### src/rtl/core/gpbc_pkg.sv
package gpbc_pkg;

   localparam int unsigned SIDE_W = 7;    // size registers and source indexes
   localparam int unsigned PROD_W = 14;   // coordinate products and dividends
   localparam int unsigned RADDR_W = 12;  // full bitmap read address
   localparam int unsigned INK_W = 16;

   localparam logic CMD_WRITE = 1'b0;
   localparam logic CMD_QUERY = 1'b1;

   localparam logic [2:0] CSR_SOURCE_WIDTH = 3'd0;
   localparam logic [2:0] CSR_SOURCE_HEIGHT = 3'd1;
   localparam logic [2:0] CSR_TARGET_WIDTH = 3'd2;
   localparam logic [2:0] CSR_TARGET_HEIGHT = 3'd3;
   localparam logic [2:0] CSR_BITS_PER_PIXEL = 3'd4;
   localparam logic [2:0] CSR_GLYPH_MISSING = 3'd5;
   localparam logic [2:0] CSR_BITMAP_VALID = 3'd6;

   localparam logic [1:0] DIV_LEFT = 2'd0;
   localparam logic [1:0] DIV_RIGHT = 2'd1;
   localparam logic [1:0] DIV_TOP = 2'd2;
   localparam logic [1:0] DIV_BOTTOM = 2'd3;

   typedef enum logic [3:0] {
      ST_IDLE,
      ST_SETUP,
      ST_DIV_GO,
      ST_DIV_WAIT,
      ST_ROW,
      ST_ROW_W,
      ST_CELL_RD,
      ST_CELL_MUL,
      ST_CELL_ACC,
      ST_DECIDE,
      ST_RESP
   } state_type;

   typedef struct packed {
      logic       setup;
      logic       div_start;
      logic       div_capture;
      logic [1:0] div_sel;
      logic       row_init;
      logic       row_wy;
      logic       cell_rd;
      logic       cell_mul;
      logic       cell_acc;
      logic       row_step;
      logic       decide;
      logic       respond;
   } cmd_type;

   typedef struct packed {
      logic early;
      logic div_done;
      logic cell_last;
      logic row_last;
      logic rsp_free;
   } status_type;

endpackage

### src/rtl/core/gpbc_ctrl.sv
module gpbc_ctrl (
   input  logic                 clock,
   input  logic                 reset,
   input  logic                 query_accept,
   input  gpbc_pkg::status_type status,
   output gpbc_pkg::cmd_type    cmd,
   output logic                 busy
);
   import gpbc_pkg::*;

   state_type  state_ff, state_in;
   logic [1:0] sel_ff, sel_in;

   always_ff @(posedge clock) begin
      if (reset) begin
         state_ff <= ST_IDLE;
         sel_ff <= DIV_LEFT;
      end else begin
         state_ff <= state_in;
         sel_ff <= sel_in;
      end
   end

   always_comb begin
      state_in = state_ff;
      sel_in = sel_ff;
      unique case (state_ff)
         ST_IDLE:     if (query_accept) state_in = ST_SETUP;
         ST_SETUP: begin
            sel_in = DIV_LEFT;
            state_in = status.early ? ST_RESP : ST_DIV_GO;
         end
         ST_DIV_GO:   state_in = ST_DIV_WAIT;
         ST_DIV_WAIT: if (status.div_done) begin
            sel_in = sel_ff + 2'd1;
            state_in = (sel_ff == DIV_BOTTOM) ? ST_ROW : ST_DIV_GO;
         end
         ST_ROW:      state_in = ST_ROW_W;
         ST_ROW_W:    state_in = ST_CELL_RD;
         ST_CELL_RD:  state_in = ST_CELL_MUL;
         ST_CELL_MUL: state_in = ST_CELL_ACC;
         ST_CELL_ACC: begin
            if (!status.cell_last) state_in = ST_CELL_RD;
            else if (!status.row_last) state_in = ST_ROW;
            else state_in = ST_DECIDE;
         end
         ST_DECIDE:   state_in = ST_RESP;
         ST_RESP:     if (status.rsp_free) state_in = ST_IDLE;
         default:     state_in = ST_IDLE;
      endcase
   end

   always_comb begin
      cmd = '0;
      cmd.div_sel = sel_ff;
      unique case (state_ff)
         ST_SETUP:    cmd.setup = 1'b1;
         ST_DIV_GO:   cmd.div_start = 1'b1;
         ST_DIV_WAIT: cmd.div_capture = status.div_done;
         ST_ROW:      cmd.row_init = 1'b1;
         ST_ROW_W:    cmd.row_wy = 1'b1;
         ST_CELL_RD:  cmd.cell_rd = 1'b1;
         ST_CELL_MUL: cmd.cell_mul = 1'b1;
         ST_CELL_ACC: begin
            cmd.cell_acc = 1'b1;
            cmd.row_step = status.cell_last;
         end
         ST_DECIDE:   cmd.decide = 1'b1;
         ST_RESP:     cmd.respond = status.rsp_free;
         default:     cmd = '0;
      endcase
   end

   assign busy = (state_ff != ST_IDLE);
endmodule

### config.mk
export PLATFORM = sky130hd
export DESIGN_NAME = gpbc_ctrl
export DESIGN_NICKNAME = d
export VERILOG_FILES = /design/src/rtl/core/gpbc_pkg.sv /design/src/rtl/core/gpbc_ctrl.sv
export SDC_FILE = /design/constraint.sdc
export NUM_CORES = 1
export LEC_CHECK = 0
export BUFFER_PORTS_ARGS = -buffer_cell sky130_fd_sc_hd__buf_2
export CAP_MARGIN = 10
export CORE_AREA = 2 2 39 41
export CTS_CLUSTER_SIZE = 25
export DETAILED_ROUTE_END_ITERATION = 7
export DIE_AREA = 0 0 41 43
export GPL_ROUTABILITY_DRIVEN = 0
export PLACE_DENSITY = 0.68
export REMOVE_ABC_BUFFERS = 1
export SLEW_MARGIN = 20
export SYNTH_ARGS = -nofsm -noshare
export SYNTH_HDL_FRONTEND = slang
export SYNTH_SLANG_ARGS = --single-unit
### constraint.sdc
create_clock -name clock -period 2 [get_ports clock]
set_clock_uncertainty 0.1 [all_clocks]
set_input_delay 0.1 -clock clock [delete_from_list [all_inputs] [get_ports clock]]
set_output_delay 0.1 -clock clock [all_outputs]
set_load 0.01 [all_outputs]
### Word level (Yosys, flattened, before mapping)

Cells that the tools add are included.
W data, S select, Z words.

| word-level totals | value |
|---|---|
| flip-flop bits (word level) | 6 |
| output and inout bits | 14 |
| logic and storage cells | 44 |
| bits of input ports | 8 |

| cells by class | value |
|---|---|
| muxes and demuxes | 21 |
| add/subtract/negate cells | 1 |
| reduce and logical (&&, ||, !) cells | 6 |
| equality and inequality tests | 14 |

Operators by type and width:

| kind | number |
|---|---|
| $pmux W4 S11 | 1 |
| $mux W4 | 6 |
| $eq A4 B3 Y1 const B | 4 |
| $eq A4 B4 Y1 const B | 3 |
| $reduce_or A10 Y1 | 1 |
| $mux W1 | 9 |
| $eq A4 B2 Y1 const B | 2 |
| $mux W2 | 3 |
| $ne A2 B2 Y1 const B | 3 |
| $eq A4 B1 Y1 const B | 1 |
| $logic_not A4 Y1 | 1 |
| $pmux W2 S2 | 1 |
| $reduce_bool A4 Y1 | 1 |
| $mux W3 | 1 |
| $reduce_and A3 Y1 | 1 |
| $add A2 B1 Y2 const B | 1 |
| $eq A2 B2 Y1 const B | 1 |
| $reduce_and A2 Y1 | 1 |
| $reduce_bool A2 Y1 | 1 |

### Longest topological paths before layout

Gate-level depths: netlist (run 1).

| logic depth | value |
|---|---|
| word-level depth | 4 |
| gate-level depth with buffers | 6 |
| mapped depth without buffers | 5 |

### Worst setup path before layout (run 1)

No wires, ideal clock.

| path | value |
|---|---|
| path kind | reg-to-output |
| start point | register state_ff[1] |
| end point | output cmd[8] (netlist name) |
| stages on the path, launching flop included | 6 |
| arrival | 1300 ps |
| required time | 1800 ps |
| slack | 500 ps |
| cell sequence | dfxtp_1 > or2_1 > buf_6 > or3_4 > a21boi_1 > and2_1 |

RTL lines:

| element | RTL line | text |
|---|---|---|
| start, declared | gpbc_ctrl.sv:11 | `state_type state_ff, state_in;` |
| start signal, assigned | gpbc_ctrl.sv:19 | `state_ff <= state_in;` |
| end, declared | gpbc_ctrl.sv:6 | `output gpbc_pkg::cmd_type cmd,` |

==> run metrics, run 1 <==
DRC=0; Max-Cap Viols=0; layout cell share with drive strength beyond 1=35.6%; Congestion Overflow GR=0; Syn Std Cell Area=552 um^2; post-layout min period=1.87 ns; DR vias/cell=5.22; cts hold-fix bufs=0; first-pass GRT wire length=1890 um; crit path capture type=output pin; CTS root buf=clkbuf_4; status=finished clean; Setup crit start kind=flop; clk sinks=6; post-DR wirelength/cell=11.1 um; Main synth FF type=dfxtp_1; CTS max path bufs=2; Pwr per Cell Area=987 nW/um^2; final critical-path share of the clock period=93.6%; vias in the first global route=420; Die X=41 um; Setup Fix Bufs, Post-CTS=0; nets@finish=101; number of cells after detailed placement=103; antenna viol nets, final=0; CTS clock-pin slew for the worst setup and hold paths=0.04 ns; DP HPWL=913 um; Synthesis Warnings=0; drt total wl=1180 um; Row Count=14; Avg Inst Size Synth=7.66 um^2; Max FO, Critical Path=11; CTS tree=yes; Final Hold Viols=0; total CTS buffers=3; Hold Crit Class=in -> reg; CTS H-tree lvls=1; initial antenna violation count=0; CP Cell Sequence=or2_4 > or3_4 > a21boi_1 > and2_1 > buf_2; Hold Path Origin=reset; die area=1760 um^2; Leak=0.335 nW; initial core utilization=39.9%; Req. time, crit path=1.80 ns; Critical Path Start=state_ff[1]; measured slew at the worst slew-check pin=0.519 ns; largest net degree at the start of global routing=19; Netlist cell types=37; crit path max-delay cell type=dfxtp_2; Non-Filler Instances=106; Crit Path Category=reg -> out; final setup vio count=0; vias=553; Clock Latency Late Sink=0.24 ns; Peak VDD IR=380 uV; CP arrival=1.67 ns; I/O Buffers=21; setup tns final=0 ns; RSZ-0062 raised after global routing=false; IO Pins=22; FF+latch count, synth=6; post-CTS resize count=0; # diodes=0; FILL cells=149; die height=43 um; Crit path largest cell delay=0.36 ns; Pre-antenna DRT Iters=3; CORE AREA=1380 um^2; Fmax=534 MHz; Syn-to-layout area delta=19.0%; cells after synthesis=72; R2R Path Start=state_ff[0]; number of synthesized flops with an enable pin=0; GRT Total Usage=16.1%; number of slew-limit violations in the final report=0; initial detailed-routing violation count=4; slew margin rel.=65.3%; Synth async-reset ratio=0%; Seq/Total Area, Yosys=21.8%
-- metal layers --
metal	track usage, %	up-vias	routed length (um)
met5	0	-	0
met4	12.0	0	10
met3	1.57	2	52
met2	21.6	10	557
met1	22.7	247	556
li1	-	294	-
-- worst max-delay path, delay by kind of cell, from the launching register on --
kind / cells / cell delay, ns
and+or+nand+nor: 3 / 0.81
DFF: 1 / 0.36
AOI/OAI and AO/OA: 1 / 0.14
buffers and inverters: 1 / 0.13
-- power breakdown --
group | internal (mW) | switching [mW] | total, mW
registers | 0.147 | 0.0727 | 0.219
logic | 0.164 | 0.157 | 0.321
clock network | 0.0676 | 0.0403 | 0.108
-- registers in the layout (all words and copies together), names as in the netlist --
| name | cells |
|---|---|
| state_ff | 4 |
| sel_ff | 2 |
-- cell usage in the layout, fill, tap and decap left out, types with 2 or more instances in the layout --
| cell type | n |
|---|---|
| a21oi_1 | 2 |
| a31oi_1 | 2 |
| and2_1 | 3 |
| and3_1 | 3 |
| buf_2 | 21 |
| clkbuf_4 | 3 |
| dfxtp_1 | 4 |
| dfxtp_2 | 2 |
| inv_1 | 2 |
| nand2_1 | 7 |
| nand2b_1 | 2 |
| nor2_1 | 9 |
| nor2b_1 | 2 |
| nor3_1 | 4 |
| nor3b_1 | 3 |
| o21ai_1 | 2 |
-- path summary, 6_finish.rpt --
check	cells past startpoint	slack, ns	to
setup / recovery	5	0.13	cmd[8]
hold / removal	2	0.03	sel_ff[0]
setup reg to reg	4	0.37	state_ff[0]
hold reg to reg	2	0.50	sel_ff[0]
-- Yosys cell counts (all sizes together), types with 3 or more instances --
| master | n | area (um^2) |
|---|---|---|
| dfxtp | 6 | 120 |
| buf | 4 | 28.8 |
| nand2 | 7 | 26.3 |
| and2 | 3 | 18.8 |
| and3 | 3 | 18.8 |
| nor2 | 9 | 33.8 |
| nor3b | 3 | 22.5 |
| nor3 | 4 | 20.0 |
-- per-stage QoR --
stage | power [mW] | setup WS, ns | util [%] | instance area, um^2 | hold slack [ns]
finish | 0.648 | 0.129 | 47.5 | 657 | 0.0278
global route | 0.710 | 0.0481 | 47.5 | 657 | 0.0437
CTS | 0.649 | 0.0281 | 47.1 | 652 | 0.0154
detailed placement | 0.532 | 0.300 | 45.5 | 629 | 0.276
global placement | 0.528 | 0.322 | 45.5 | 629 | 0.273
floorplan | 0.432 | 0.445 | - | 504 | 0.0694
-- cell type report --
cell class	count	area [um^2]	area share (%)
clock buffer	3	22.5	3.43
sequential	6	123	18.7
inverter	2	7.51	1.14
timing repair buffer	21	105	16.0
multi-input combinational	58	379	57.7
tap	16	20.0	3.05
-- cell families after synthesis --
kind of cell	count (synthesis)	share of synthesized area (%)
buffers and inverters	8	9.98
AOI/OAI and AO/OA	15	21.8
adders and majority gates	1	2.27
muxes	1	2.04
and+or+nand+nor	41	42.2
DFF	6	21.8
(Power assumes the default switching activity.)
==> inputs of run 2 (changes only) <==
- GPL_TIMING_DRIVEN: unset -> 0
- RECOVER_POWER: unset -> 100
==> run 2 against run 1 <==
Net effect: utilization down 1.9 points; setup slack worse by 0.017 ns; clock-buffer cell count unchanged; sequential power up 2%; global-route usage down 1.0 points; via count up 2.0%; critical path type unchanged.
==> run metrics, run 2 (same netlist as run 1, synthesis figures left out) <==
initial detailed-routing violation count=12; final critical-path share of the clock period=94.4%; # diodes=0; Peak VDD IR=449 uV; antenna viol nets, final=0; die height=43 um; DR vias/cell=5.32; Max FO, Critical Path=11; Core Util, Final=45.6%; metal1 wirelength=602 um; first-pass GRT wire length=1880 um; Leak=0.276 nW; GRT Total Usage=15.1%; max layer used=met3; CORE AREA=1380 um^2; nets@finish=101; initial core utilization=39.9%; post-DR wirelength/cell=11.8 um; Final Hold Viols=0; slew margin rel.=64.4%; vias=564; CTS tree=yes; cts hold-fix bufs=0; Largest register FFs=4; Crit Path Category=reg -> out; IO Pins=22; final setup vio count=0; Setup Fix Bufs, Post-CTS=0; Pwr per Cell Area=1000 nW/um^2; initial antenna violation count=0; post-layout min period=1.89 ns; metal2 WL=598 um; number of slew-limit violations in the final report=0; Die X=41 um; Req. time, crit path=1.80 ns; final hold slack=0.0182 ns; vias in the first global route=482; CP arrival=1.69 ns; clk sinks=6; post-route setup slack=0.112 ns; Setup crit start kind=flop; CTS clock-pin slew for the worst setup and hold paths=0.04 ns; status=finished clean; measured slew at the worst slew-check pin=0.534 ns; crit path capture type=output pin; Largest regs=state_ff x4, sel_ff x2; total CTS buffers=3; Fmax=530 MHz; most frequent cells in the layout=clkbuf_1, buf_2, nor2_1; RSZ-0062 raised after global routing=false; Row Count=14; commonest non-fill, non-tap cell in the layout=clkbuf_1; CTS H-tree lvls=1; DRC=0; CTS root buf=clkbuf_4; Reg with most FFs=state_ff; layout cell share with drive strength beyond 1=21.1%; pre-CTS WS=0.251 ns; drt total wl=1250 um; setup tns final=0 ns; Syn-to-layout area delta=14.3%; DP HPWL=899 um; met3 routed wirelength=52 um; largest net degree at the start of global routing=19; I/O Buffers=21; Max-Cap Viols=0; Pre-antenna DRT Iters=4; Clock Latency Late Sink=0.24 ns; CTS max path bufs=2; Hold Crit Class=in -> reg; die area=1760 um^2; Congestion Overflow GR=0
-- run 2: worst paths after layout --
kind                from           to  slack (ns)  depth (start not counted)
max          state_ff[1]       cmd[8]        0.11                          5
min reg2reg    sel_ff[0]    sel_ff[0]        0.50                          2
min                reset    sel_ff[0]        0.02                          2
max reg2reg  state_ff[0]  state_ff[0]        0.28                          4
-- run 2: timing repair --
item	4_1_cts	5_1_grt
gates resized for setup	1	2
cloned	0	0
endpoints found under the setup margin	2	2
pin swaps	0	0
-- run 2: per-layer routing --
metal,GRT usage [%],up-vias
li1,-,294
met1,19.0,256
met2,23.8,14
met3,1.57,0
met4,8.00,0
met5,0,-
-- run 2: area by class of cell --
cell class                 instances  area (um^2)
fill                             150          753
multi-input combinational         58          367
sequential                         6          123
timing repair buffer              21         91.3
clock buffer                       3         22.5
tap                               16         20.0
inverter                           2         7.51
-- run 2: power breakdown --
part	switching [mW]	leakage, nW	internal (mW)
clock	0.0383	0.0138	0.0675
sequential	0.0770	0.0498	0.147
combinational	0.152	0.212	0.150
-- run 2: through the flow --
stage	total power, mW	cells	area [um^2]
2_1_floorplan	0.432	66	504
6_report	0.631	106	631
3_5_place_dp	0.532	103	629
5_1_grt	0.685	106	631
3_3_place_gp	0.526	103	629
4_1_cts	0.653	106	654
-- run 2: critical path, cell delays in order, from the launching register on --
cell and delay, ns:
dfxtp_2 0.36, or2_4 0.29, or3_4 0.34, a21boi_1 0.14, and2_1 0.18, buf_2 0.13
